`src/rtl/pal_pkg.sv`:
```
`timescale 1ns / 1ps

package pal_pkg;

  // Field widths of one input beat and one result beat.
  localparam int KindW   = 3;
  localparam int PosW    = 8;
  localparam int ValW    = 32;
  localparam int StatusW = 3;

  // Operation codes carried in the kind field.
  localparam logic [KindW-1:0] KIND_CLEAR  = 3'd0;
  localparam logic [KindW-1:0] KIND_INSERT = 3'd1;
  localparam logic [KindW-1:0] KIND_DELETE = 3'd2;
  localparam logic [KindW-1:0] KIND_SEARCH = 3'd3;
  localparam logic [KindW-1:0] KIND_READ   = 3'd4;

  // Result status codes.
  typedef enum logic [StatusW-1:0] {
    ST_OK       = 3'd0,
    ST_FULL     = 3'd1,
    ST_EMPTY    = 3'd2,
    ST_BADPOS   = 3'd3,
    ST_NOTFOUND = 3'd4
  } status_e;

  // Start value of the walking address.
  typedef enum logic [1:0] {
    AI_ZERO,
    AI_POS,
    AI_POS_M1,
    AI_CNT_M1
  } ainit_e;

  // Which data fills the result fields.
  typedef enum logic [1:0] {
    RS_NONE,
    RS_FOUND,
    RS_READ
  } rsel_e;

  // Commands from the controller to the datapath.
  typedef struct packed {
    logic    ld;
    logic    ainit_en;
    ainit_e  ainit;
    logic    inc;
    logic    dec;
    logic    rd;
    logic    wr_val;
    logic    cnt_clr;
    logic    cnt_inc;
    logic    cnt_dec;
    logic    res_ld;
    status_e res_st;
    rsel_e   res_sel;
    logic    out_ld;
  } cmd_t;

  // Status from the datapath to the controller.
  typedef struct packed {
    logic [KindW-1:0] kind;
    logic             full;
    logic             empty;
    logic             ins_ok;
    logic             pos_ok;
    logic             ins_tail;
    logic             del_tail;
    logic             at_pos_m1;
    logic             at_cnt_m1;
    logic             hit;
  } sts_t;

endpackage

```
`src/rtl/pal_if.sv`:
```
`timescale 1ns / 1ps

// Request channel: one operation per beat.
interface pal_in_if;
  logic                             valid;
  logic                             ready;
  logic [pal_pkg::KindW-1:0]        kind;
  logic [pal_pkg::PosW-1:0]         position;
  logic signed [pal_pkg::ValW-1:0]  value;

  modport source (output valid, kind, position, value, input ready);
  modport sink   (input valid, kind, position, value, output ready);
endinterface

// Response channel: one result per beat.
interface pal_out_if;
  logic                             valid;
  logic                             ready;
  logic [pal_pkg::StatusW-1:0]      status;
  logic [pal_pkg::PosW-1:0]         found_position;
  logic signed [pal_pkg::ValW-1:0]  read_value;
  logic [pal_pkg::PosW-1:0]         count;

  modport source (output valid, status, found_position, read_value, count, input ready);
  modport sink   (input valid, status, found_position, read_value, count, output ready);
endinterface

```
`src/rtl/pal_ram.sv`:
```
`timescale 1ns / 1ps

module pal_ram #(
  parameter int Width = 32,
  parameter int Depth = 128
) (
  input  logic                     clk_i,
  input  logic                     we_i,
  input  logic [$clog2(Depth)-1:0] waddr_i,
  input  logic [Width-1:0]         wdata_i,
  input  logic                     re_i,
  input  logic [$clog2(Depth)-1:0] raddr_i,
  output logic [Width-1:0]         rdata_o
);

  logic [Width-1:0] mem [Depth];
  logic [Width-1:0] rdata_q;

  // One write port and one registered read port; read data holds between reads.
  always_ff @(posedge clk_i) begin
    if (we_i) begin
      mem[waddr_i] <= wdata_i;
    end
    if (re_i) begin
      rdata_q <= mem[raddr_i];
    end
  end

  assign rdata_o = rdata_q;

endmodule

```
`src/rtl/pal_dp.sv`:
```
`timescale 1ns / 1ps

module pal_dp #(
  parameter int CAPACITY = 128
) (
  input  logic                         clk_i,
  input  logic                         rst_ni,
  input  logic [pal_pkg::KindW-1:0]    in_kind_i,
  input  logic [pal_pkg::PosW-1:0]     in_pos_i,
  input  logic [pal_pkg::ValW-1:0]     in_val_i,
  input  pal_pkg::cmd_t                cmd_i,
  output pal_pkg::sts_t                sts_o,
  output logic [pal_pkg::StatusW-1:0]  out_status_o,
  output logic [pal_pkg::PosW-1:0]     out_fpos_o,
  output logic [pal_pkg::ValW-1:0]     out_rval_o,
  output logic [pal_pkg::PosW-1:0]     out_count_o
);

  localparam int AW = $clog2(CAPACITY);
  localparam int CW = $clog2(CAPACITY + 1);
  localparam int PW = ((CW > pal_pkg::PosW) ? CW : pal_pkg::PosW) + 1;
  localparam logic [PW-1:0] CapP = PW'(CAPACITY);

  logic [pal_pkg::KindW-1:0]   kind_q;
  logic [pal_pkg::PosW-1:0]    pos_q;
  logic [pal_pkg::ValW-1:0]    val_q;
  logic [CW-1:0]               count_q, count_d;
  logic [AW-1:0]               addr_q, addr_d;
  logic [AW-1:0]               prev_q;
  logic                        pend_q;
  logic [pal_pkg::StatusW-1:0] res_status_q;
  logic [pal_pkg::PosW-1:0]    res_fpos_q;
  logic [pal_pkg::ValW-1:0]    res_rval_q;
  logic [pal_pkg::StatusW-1:0] out_status_q;
  logic [pal_pkg::PosW-1:0]    out_fpos_q;
  logic [pal_pkg::ValW-1:0]    out_rval_q;
  logic [pal_pkg::PosW-1:0]    out_count_q;

  logic [PW-1:0]               pos_w, cnt_w, pos_m1, cnt_m1, cnt_p1, addr_w, fpos_w;
  logic [pal_pkg::ValW-1:0]    rdata;
  logic                        mv_wr, we;
  logic [AW-1:0]               waddr;
  logic [pal_pkg::ValW-1:0]    wdata;

  // Widened copies for position and count arithmetic.
  assign pos_w  = PW'(pos_q);
  assign cnt_w  = PW'(count_q);
  assign pos_m1 = pos_w - PW'(1);
  assign cnt_m1 = cnt_w - PW'(1);
  assign cnt_p1 = cnt_w + PW'(1);
  assign addr_w = PW'(addr_q);
  assign fpos_w = PW'(prev_q) + PW'(1);

  // Checks on the latched operation against the current count.
  always_comb begin
    sts_o.kind      = kind_q;
    sts_o.full      = (cnt_w >= CapP);
    sts_o.empty     = (count_q == '0);
    sts_o.ins_ok    = (pos_w != '0) && (pos_w <= cnt_p1);
    sts_o.pos_ok    = (pos_w != '0) && (pos_w <= cnt_w);
    sts_o.ins_tail  = (pos_w == cnt_p1);
    sts_o.del_tail  = (pos_w == cnt_w);
    sts_o.at_pos_m1 = (addr_w == pos_m1);
    sts_o.at_cnt_m1 = (addr_w == cnt_m1);
    sts_o.hit       = pend_q && (rdata == val_q);
  end

  // Walking address: loaded at the start of a pass, then stepped once per cycle.
  always_comb begin
    addr_d = addr_q;
    if (cmd_i.ainit_en) begin
      case (cmd_i.ainit)
        pal_pkg::AI_ZERO:   addr_d = '0;
        pal_pkg::AI_POS:    addr_d = pos_w[AW-1:0];
        pal_pkg::AI_POS_M1: addr_d = pos_m1[AW-1:0];
        pal_pkg::AI_CNT_M1: addr_d = cnt_m1[AW-1:0];
        default:            addr_d = '0;
      endcase
    end else if (cmd_i.inc) begin
      addr_d = addr_q + AW'(1);
    end else if (cmd_i.dec) begin
      addr_d = addr_q - AW'(1);
    end
  end

  // Entry count update.
  always_comb begin
    count_d = count_q;
    if (cmd_i.cnt_clr) begin
      count_d = '0;
    end else if (cmd_i.cnt_inc) begin
      count_d = count_q + CW'(1);
    end else if (cmd_i.cnt_dec) begin
      count_d = count_q - CW'(1);
    end
  end

  // A read issued during a shift pass is written back one place up or down
  // in the following cycle.
  assign mv_wr = pend_q && ((kind_q == pal_pkg::KIND_INSERT) ||
                            (kind_q == pal_pkg::KIND_DELETE));
  assign we    = mv_wr || cmd_i.wr_val;
  assign wdata = cmd_i.wr_val ? val_q : rdata;

  always_comb begin
    if (cmd_i.wr_val) begin
      waddr = pos_m1[AW-1:0];
    end else if (kind_q == pal_pkg::KIND_INSERT) begin
      waddr = prev_q + AW'(1);
    end else begin
      waddr = prev_q - AW'(1);
    end
  end

  pal_ram #(
    .Width (pal_pkg::ValW),
    .Depth (CAPACITY)
  ) u_ram (
    .clk_i   (clk_i),
    .we_i    (we),
    .waddr_i (waddr),
    .wdata_i (wdata),
    .re_i    (cmd_i.rd),
    .raddr_i (addr_q),
    .rdata_o (rdata)
  );

  // Control registers.
  always_ff @(posedge clk_i or negedge rst_ni) begin
    if (!rst_ni) begin
      count_q <= '0;
      pend_q  <= 1'b0;
    end else begin
      count_q <= count_d;
      pend_q  <= cmd_i.rd;
    end
  end

  // Payload registers.
  always_ff @(posedge clk_i) begin
    if (cmd_i.ld) begin
      kind_q <= in_kind_i;
      pos_q  <= in_pos_i;
      val_q  <= in_val_i;
    end
    addr_q <= addr_d;
    if (cmd_i.rd) begin
      prev_q <= addr_q;
    end
    if (cmd_i.res_ld) begin
      res_status_q <= cmd_i.res_st;
      res_fpos_q   <= (cmd_i.res_sel == pal_pkg::RS_FOUND) ? fpos_w[pal_pkg::PosW-1:0] : '0;
      res_rval_q   <= (cmd_i.res_sel == pal_pkg::RS_READ) ? rdata : '0;
    end
    if (cmd_i.out_ld) begin
      out_status_q <= res_status_q;
      out_fpos_q   <= res_fpos_q;
      out_rval_q   <= res_rval_q;
      out_count_q  <= cnt_w[pal_pkg::PosW-1:0];
    end
  end

  assign out_status_o = out_status_q;
  assign out_fpos_o   = out_fpos_q;
  assign out_rval_o   = out_rval_q;
  assign out_count_o  = out_count_q;

endmodule

```
`src/rtl/pal_ctrl.sv`:
```
`timescale 1ns / 1ps

module pal_ctrl (
  input  logic          clk_i,
  input  logic          rst_ni,
  input  logic          in_valid_i,
  output logic          in_ready_o,
  output logic          out_valid_o,
  input  logic          out_ready_i,
  input  pal_pkg::sts_t sts_i,
  output pal_pkg::cmd_t cmd_o
);

  typedef enum logic [3:0] {
    S_IDLE,
    S_DECIDE,
    S_UP,
    S_UP_END,
    S_PUT,
    S_DN,
    S_DN_END,
    S_SCAN,
    S_SCAN_END,
    S_FETCH,
    S_FETCH_END,
    S_RESP
  } state_e;

  state_e state_q, state_d;
  logic   out_vld_q, out_vld_d;

  // Finish an operation with a given status and result source.
  function automatic pal_pkg::cmd_t finish(pal_pkg::cmd_t c, pal_pkg::status_e st,
                                           pal_pkg::rsel_e sel);
    pal_pkg::cmd_t r;
    r         = c;
    r.res_ld  = 1'b1;
    r.res_st  = st;
    r.res_sel = sel;
    return r;
  endfunction

  // Next state and datapath commands.
  always_comb begin
    state_d = state_q;
    cmd_o   = '0;
    unique case (state_q)
      S_IDLE: begin
        if (in_valid_i) begin
          cmd_o.ld = 1'b1;
          state_d  = S_DECIDE;
        end
      end
      S_DECIDE: begin
        state_d = S_RESP;
        unique case (sts_i.kind)
          pal_pkg::KIND_CLEAR: begin
            cmd_o.cnt_clr = 1'b1;
            cmd_o = finish(cmd_o, pal_pkg::ST_OK, pal_pkg::RS_NONE);
          end
          pal_pkg::KIND_INSERT: begin
            if (sts_i.full) begin
              cmd_o = finish(cmd_o, pal_pkg::ST_FULL, pal_pkg::RS_NONE);
            end else if (!sts_i.ins_ok) begin
              cmd_o = finish(cmd_o, pal_pkg::ST_BADPOS, pal_pkg::RS_NONE);
            end else if (sts_i.ins_tail) begin
              state_d = S_PUT;
            end else begin
              cmd_o.ainit_en = 1'b1;
              cmd_o.ainit    = pal_pkg::AI_CNT_M1;
              state_d        = S_UP;
            end
          end
          pal_pkg::KIND_DELETE: begin
            if (sts_i.empty) begin
              cmd_o = finish(cmd_o, pal_pkg::ST_EMPTY, pal_pkg::RS_NONE);
            end else if (!sts_i.pos_ok) begin
              cmd_o = finish(cmd_o, pal_pkg::ST_BADPOS, pal_pkg::RS_NONE);
            end else if (sts_i.del_tail) begin
              cmd_o.cnt_dec = 1'b1;
              cmd_o = finish(cmd_o, pal_pkg::ST_OK, pal_pkg::RS_NONE);
            end else begin
              cmd_o.ainit_en = 1'b1;
              cmd_o.ainit    = pal_pkg::AI_POS;
              state_d        = S_DN;
            end
          end
          pal_pkg::KIND_SEARCH: begin
            if (sts_i.empty) begin
              cmd_o = finish(cmd_o, pal_pkg::ST_EMPTY, pal_pkg::RS_NONE);
            end else begin
              cmd_o.ainit_en = 1'b1;
              cmd_o.ainit    = pal_pkg::AI_ZERO;
              state_d        = S_SCAN;
            end
          end
          pal_pkg::KIND_READ: begin
            if (sts_i.empty) begin
              cmd_o = finish(cmd_o, pal_pkg::ST_EMPTY, pal_pkg::RS_NONE);
            end else if (!sts_i.pos_ok) begin
              cmd_o = finish(cmd_o, pal_pkg::ST_BADPOS, pal_pkg::RS_NONE);
            end else begin
              cmd_o.ainit_en = 1'b1;
              cmd_o.ainit    = pal_pkg::AI_POS_M1;
              state_d        = S_FETCH;
            end
          end
          default: begin
            cmd_o = finish(cmd_o, pal_pkg::ST_BADPOS, pal_pkg::RS_NONE);
          end
        endcase
      end
      // Walk down from the last entry, moving each one up a place.
      S_UP: begin
        cmd_o.rd = 1'b1;
        if (sts_i.at_pos_m1) begin
          state_d = S_UP_END;
        end else begin
          cmd_o.dec = 1'b1;
        end
      end
      S_UP_END: begin
        state_d = S_PUT;
      end
      S_PUT: begin
        cmd_o.wr_val  = 1'b1;
        cmd_o.cnt_inc = 1'b1;
        cmd_o = finish(cmd_o, pal_pkg::ST_OK, pal_pkg::RS_NONE);
        state_d = S_RESP;
      end
      // Walk up from the entry after the hole, moving each one down a place.
      S_DN: begin
        cmd_o.rd = 1'b1;
        if (sts_i.at_cnt_m1) begin
          state_d = S_DN_END;
        end else begin
          cmd_o.inc = 1'b1;
        end
      end
      S_DN_END: begin
        cmd_o.cnt_dec = 1'b1;
        cmd_o = finish(cmd_o, pal_pkg::ST_OK, pal_pkg::RS_NONE);
        state_d = S_RESP;
      end
      // Read one entry per cycle and compare the previous read against the key.
      S_SCAN: begin
        cmd_o.rd = 1'b1;
        if (sts_i.hit) begin
          cmd_o = finish(cmd_o, pal_pkg::ST_OK, pal_pkg::RS_FOUND);
          state_d = S_RESP;
        end else if (sts_i.at_cnt_m1) begin
          state_d = S_SCAN_END;
        end else begin
          cmd_o.inc = 1'b1;
        end
      end
      S_SCAN_END: begin
        if (sts_i.hit) begin
          cmd_o = finish(cmd_o, pal_pkg::ST_OK, pal_pkg::RS_FOUND);
        end else begin
          cmd_o = finish(cmd_o, pal_pkg::ST_NOTFOUND, pal_pkg::RS_NONE);
        end
        state_d = S_RESP;
      end
      S_FETCH: begin
        cmd_o.rd = 1'b1;
        state_d  = S_FETCH_END;
      end
      S_FETCH_END: begin
        cmd_o = finish(cmd_o, pal_pkg::ST_OK, pal_pkg::RS_READ);
        state_d = S_RESP;
      end
      // Hand the result to the output register once it is free.
      S_RESP: begin
        if (!out_vld_q || out_ready_i) begin
          cmd_o.out_ld = 1'b1;
          state_d      = S_IDLE;
        end
      end
      default: begin
        state_d = S_IDLE;
      end
    endcase
  end

  // Output beat is held until taken.
  always_comb begin
    if (cmd_o.out_ld) begin
      out_vld_d = 1'b1;
    end else if (out_ready_i) begin
      out_vld_d = 1'b0;
    end else begin
      out_vld_d = out_vld_q;
    end
  end

  always_ff @(posedge clk_i or negedge rst_ni) begin
    if (!rst_ni) begin
      state_q   <= S_IDLE;
      out_vld_q <= 1'b0;
    end else begin
      state_q   <= state_d;
      out_vld_q <= out_vld_d;
    end
  end

  assign in_ready_o  = (state_q == S_IDLE);
  assign out_valid_o = out_vld_q;

endmodule

```
`src/rtl/positional_array_list.sv`:
```
`timescale 1ns / 1ps
// One request is in flight at a time; the next is taken the cycle after the result
// is loaded. Clear, any error, read, and insert or delete at the tail need no walk;
// insert and delete elsewhere and search walk over the entry RAM, one entry per
// cycle, and the walk makes these the longest operations. Reset empties the list;
// entries are undefined until written.

module positional_array_list #(
  parameter int CAPACITY = 128
) (
  input  logic              clk_i,
  input  logic              rst_ni,
  pal_in_if.sink            in_i,
  pal_out_if.source         out_o
);

  pal_pkg::cmd_t            cmd;
  pal_pkg::sts_t            sts;
  logic [pal_pkg::ValW-1:0] rval;

  pal_ctrl u_ctrl (
    .clk_i       (clk_i),
    .rst_ni      (rst_ni),
    .in_valid_i  (in_i.valid),
    .in_ready_o  (in_i.ready),
    .out_valid_o (out_o.valid),
    .out_ready_i (out_o.ready),
    .sts_i       (sts),
    .cmd_o       (cmd)
  );

  pal_dp #(
    .CAPACITY (CAPACITY)
  ) u_dp (
    .clk_i        (clk_i),
    .rst_ni       (rst_ni),
    .in_kind_i    (in_i.kind),
    .in_pos_i     (in_i.position),
    .in_val_i     (in_i.value),
    .cmd_i        (cmd),
    .sts_o        (sts),
    .out_status_o (out_o.status),
    .out_fpos_o   (out_o.found_position),
    .out_rval_o   (rval),
    .out_count_o  (out_o.count)
  );

  assign out_o.read_value = rval;

  // A request beat is never followed directly by another one.
  a_one_in_flight: assert property (@(posedge clk_i) disable iff (!rst_ni)
    (in_i.valid && in_i.ready) |=> !in_i.ready)
    else $error("request accepted while another is in flight");

  // A value is never placed into a full list.
  a_no_put_when_full: assert property (@(posedge clk_i) disable iff (!rst_ni)
    cmd.wr_val |-> !sts.full)
    else $error("insert write with list full");

  // A waiting result is never overwritten.
  a_no_result_overrun: assert property (@(posedge clk_i) disable iff (!rst_ni)
    cmd.out_ld |-> (!out_o.valid || out_o.ready))
    else $error("result register overwritten before it was taken");

endmodule

```
`src/flat_wrapper.sv`:
```
// flat-port wrapper written by rule: the top's interface ports become plain ports
module positional_array_list_flat 
#(
  parameter int CAPACITY = 128
)
  (clk_i, rst_ni, in_i_valid, in_i_kind, in_i_position, in_i_value, in_i_ready, out_o_valid, out_o_status, out_o_found_position, out_o_read_value, out_o_count, out_o_ready);
  pal_in_if in_i_i ();
  pal_out_if out_o_i ();
  input  logic clk_i;
  input  logic rst_ni;
  input wire logic [$bits(in_i_i.valid)-1:0] in_i_valid;
  input wire logic [$bits(in_i_i.kind)-1:0] in_i_kind;
  input wire logic [$bits(in_i_i.position)-1:0] in_i_position;
  input wire logic [$bits(in_i_i.value)-1:0] in_i_value;
  output wire logic [$bits(in_i_i.ready)-1:0] in_i_ready;
  output wire logic [$bits(out_o_i.valid)-1:0] out_o_valid;
  output wire logic [$bits(out_o_i.status)-1:0] out_o_status;
  output wire logic [$bits(out_o_i.found_position)-1:0] out_o_found_position;
  output wire logic [$bits(out_o_i.read_value)-1:0] out_o_read_value;
  output wire logic [$bits(out_o_i.count)-1:0] out_o_count;
  input wire logic [$bits(out_o_i.ready)-1:0] out_o_ready;
  assign in_i_i.valid = in_i_valid;
  assign in_i_i.kind = in_i_kind;
  assign in_i_i.position = in_i_position;
  assign in_i_i.value = in_i_value;
  assign in_i_ready = in_i_i.ready;
  assign out_o_valid = out_o_i.valid;
  assign out_o_status = out_o_i.status;
  assign out_o_found_position = out_o_i.found_position;
  assign out_o_read_value = out_o_i.read_value;
  assign out_o_count = out_o_i.count;
  assign out_o_i.ready = out_o_ready;
  positional_array_list #(.CAPACITY(CAPACITY)) u_core (.clk_i(clk_i), .rst_ni(rst_ni), .in_i(in_i_i), .out_o(out_o_i));
endmodule
```
`config.mk`:
```
export PLATFORM = sky130hd
export DESIGN_NAME = positional_array_list_flat
export DESIGN_NICKNAME = d
export VERILOG_FILES = /design/src/rtl/pal_pkg.sv /design/src/rtl/pal_if.sv /design/src/rtl/pal_ram.sv /design/src/rtl/pal_dp.sv /design/src/rtl/pal_ctrl.sv /design/src/rtl/positional_array_list.sv /design/src/flat_wrapper.sv
export SDC_FILE = /design/constraint.sdc
export NUM_CORES = 2
export LEC_CHECK = 0
export BUFFER_PORTS_ARGS = -buffer_cell sky130_fd_sc_hd__buf_2
export CORE_MARGIN = 3
export CORE_UTILIZATION = 45
export CTS_CLUSTER_DIAMETER = 200
export CTS_CLUSTER_SIZE = 24
export DETAILED_ROUTE_END_ITERATION = 10
export PLACE_DENSITY_LB_ADDON = 0.25
export SLEW_MARGIN = 20
export SYNTH_ARGS = -nofsm -noshare
export SYNTH_HDL_FRONTEND = slang
export SYNTH_SLANG_ARGS = --single-unit
```
`constraint.sdc`:
```
create_clock -name clk_i -period 11.8 [get_ports clk_i]
set_clock_uncertainty 0.15 [all_clocks]
set_input_delay 2.36 -clock clk_i [delete_from_list [all_inputs] [get_ports clk_i]]
set_output_delay 2.36 -clock clk_i [all_outputs]
set_load 0.03 [all_outputs]
```
==> results.tsv <==
stage	metric	value	unit
clock_tree	CTS tree	done	
run_status	outcome	completed	
placement	HPWL after detailed placement	236	mm
synthesis	Most used DFF post-synth	edfxtp_1	
floorplanning	die footprint	376000	sq um
drt	via count	75700	
floorplanning	Die Span Y	613	microns
clock_tree	hold buffers post-CTS	0	
sta	Max Slew Vio Count	0	
sta	Slew HR	0.185	
clock_tree	clock tree buffer depth	4	
synthesis	post-synthesis net count	6989	
sta	final setup violation count	0	
finish	area delta synth->final	8.20	%
sta	Worst Max-Slew Pin Slew	1190	ps
drt	Via density	6.34	
synthesis	Syn Std Cell Area	166000	sq um
synthesis	yosys warns	0	
synthesis	Syn Inst Count	6903	
synthesis	sequential-to-total area share from yosys stat	0.777	
drt	wire per inst	36.6	microns
synthesis	register bit count reported by yosys	4293	
drt	DRT Pass-1 Iters	6	
placement	Port Buffers	99	
clock_tree	H-Tree Depth	4	
global_routing	total global-route track usage	0.231	
global_routing	vias in the first global route	75900	
critical_path	CP Capture Type	flip-flop	
synthesis	average cell area after synthesis	24.0	sq um
finish	most frequent cells in the layout	edfxtp_1 (4279), mux4_2 (1280), buf_4 (252), clkbuf_16 (205), nor3_2 (130)	
floorplanning	Initial Util	0.453	
clock_tree	CTS Buf Count	200	
hold_path	HP Class	flip-flop to flip-flop	
critical_path	Worst Path Max Fanout	32	
synthesis	Post-synth EDFFs	4279	
sta	Final Hold Viols	0	
clock_tree	CTS sink count	4293	
finish	commonest non-fill, non-tap cell in the layout	edfxtp_1	
critical_path	Worst EP arrival	5980	ps
sta	Fin Setup TNS	0	ps
synthesis	ys async rst share	0.00326	
pwr	pwr/cell area	242	nW/um^2
synthesis	synth unique cells	85	
clock_tree	Resized cells post-CTS	0	
global_routing	initial antenna violation count	17	
placement	post-place setup slack	6290	ps
sta	Final min period	5590	ps
floorplanning	core area	366000	sq um
finish	share of cells above drive strength 1	0.295	
finish	Layout Cells excl Fill	11900	
placement	Placer Congestion	0.874	
sta	Tcrit/Tclk final	0.474	
finish	final instance area	180000	sq um
clock_tree	worst skew pair latency	940	ps
clock_tree	post-CTS setup repair buffer count	0	
finish	Post-layout nets	7193	
placement	placed cell count	11700	
global_routing	largest net degree at the start of global routing	121	
critical_path	Crit Path Class	flip-flop to flip-flop	
sta	RSZ-0062 raised after global routing	no	
sta	fmax	179	MHz
placement	Cell Area, Placed	174000	sq um
drt	Starting DRT DRC Count	10200	
clock_tree	Clock Tree Root	clkbuf_16	
floorplanning	die width	613	microns
sta	post-route setup slack	6210	ps
finish	fillers	28500	
pwr	Lkg Pwr	54.0	nW
drt	WL final	437	mm
global_routing	global route total overflow	0	
run	Max-Cap Viols	0	
floorplanning	Row Count	222	
floorplanning	# IOs	100	
global_routing	first-pass GRT wire length	608	mm
pwr	Max VDD drop	284	uV
critical_path	CP Launch Type	flip-flop	
drt	DRC	0	
critical_path	Critical Path RT	12190	ps
drt	post-detailed-route count of antenna-violating nets	0	
clock_tree	clock slew at reported path FFs	100	ps
==> routing by layer <==
| metal | wire length, microns | share of wire | global-route usage |
|---|---|---|---|
| met1 | 170000 | 0.39 | 0.321 |
| met2 | 216000 | 0.49 | 0.381 |
| met3 | 35300 | 0.081 | 0.0369 |
| met4 | 15400 | 0.035 | 0.0690 |
| met5 | 23 | 0.000053 | 0 |
==> synthesized netlist by cell type, drive strengths merged (5+ instances only) <==
cell type / count / area (sq um)
ha: 36 / 450
nand2: 139 / 522
nand4: 6 / 37.5
a221oi: 35 / 307
nor4: 15 / 136
o31ai: 5 / 37.5
a21oi: 33 / 169
o21bai: 7 / 52.6
nand2b: 6 / 37.5
xor2: 43 / 377
mux4: 1280 / 28800
clkbuf: 203 / 773
mux2i: 129 / 1290
o32a: 5 / 51.3
or3: 7 / 48.8
o211ai: 9 / 67.6
inv: 33 / 124
edfxtp: 4279 / 128000
and2: 39 / 248
nor2b: 9 / 63.8
o21ai: 24 / 124
buf: 178 / 918
a21o: 7 / 53.8
or4: 6 / 52.6
nor2: 41 / 161
o221ai: 5 / 43.8
xnor2: 36 / 315
nor3b: 9 / 72.6
nor3: 148 / 746
a22o: 38 / 334
dfrtp: 14 / 350
o21a: 5 / 37.5
nand3: 22 / 110
==> cell type report <==
type	instances	area, sq um	area share
flip-flops and latches	4293	129000	0.718
diodes	6	15.0	0.0000836
inverters	33	124	0.000690
clock buffers	213	5160	0.0287
repair buffers	383	3010	0.0167
multi-input cells	2196	36300	0.202
well taps	4816	6030	0.0336
clock inverters	5	40.0	0.000223
==> sequential cells by signal (all words and copies together), names as in the netlist, 8 cells and up <==
| register | cells |
|---|---|
| u_core.u_dp.u_ram.mem | 4096 |
| u_core.u_dp.out_rval_o | 32 |
| u_core.u_dp.res_rval_q | 32 |
| u_core.u_dp.u_ram.rdata_o | 32 |
| u_core.u_dp.val_q | 32 |
| u_core.u_dp.count_q | 8 |
| u_core.u_dp.out_count_o | 8 |
| u_core.u_dp.out_fpos_o | 8 |
| u_core.u_dp.pos_q | 8 |
| u_core.u_dp.res_fpos_q | 8 |
==> where the power goes <==
group | switching, mW | internal [mW] | total (mW) | leakage, nW
sequential | 0.504 | 19.8 | 20.3 | 38.7
combinational | 10.2 | 5.26 | 15.4 | 12.8
clock | 4.49 | 3.12 | 7.61 | 2.56
==> through the flow <==
step / hold WS (ps) / util / total power [mW]
finish: 267 / 0.490 / 43.4
global route: 278 / 0.490 / 44.8
CTS: 267 / 0.490 / 43.7
detailed placement: 255 / 0.475 / 36.2
global placement: 261 / 0.475 / 35.7
floorplan: 250 / - / 29.5
==> worst max-delay path: stages (launching register included) <==
cell      delay (ps)
edfxtp_1         570
nor2_1           200
nand2_1          330
inv_1            390
fa_1             280
nor2b_1           60
o21ai_0          250
a21boi_0         170
o21a_1           230
nor4_1           830
o31ai_4          130
buf_4            320
nor3_2           600
buf_4            590
==> cells by family (layout without fill, tap and decap cells) <==
group,Yosys count,after routing,synth area share
xor+xnor,80,80,0.00431
compound gates,203,203,0.00929
mux,1410,1410,0.182
other cells,0,6,0
flops,4293,4293,0.777
buf+inv,414,634,0.0109
fa+ha+maj,39,39,0.00308
simple gates,464,464,0.0143
==> final timing paths <==
path	startpoint	to	cells past startpoint	slack, ps
worst max-delay path	u_core.u_dp.kind_q[2]	u_core.u_dp.u_ram.mem[0][12]	13	6210
worst min-delay path	u_core.u_dp.res_rval_q[25]	u_core.u_dp.out_rval_o[25]	0	270
worst max register to register	u_core.u_dp.kind_q[2]	u_core.u_dp.u_ram.mem[0][12]	13	6210
worst min register to register	u_core.u_dp.res_rval_q[25]	u_core.u_dp.out_rval_o[25]	0	270
max in group asynchronous	rst_ni	u_core.u_dp.count_q[7]	1	10030
min in group asynchronous	rst_ni	u_core.u_dp.pend_q	1	1180
(Power assumes the default switching activity.)
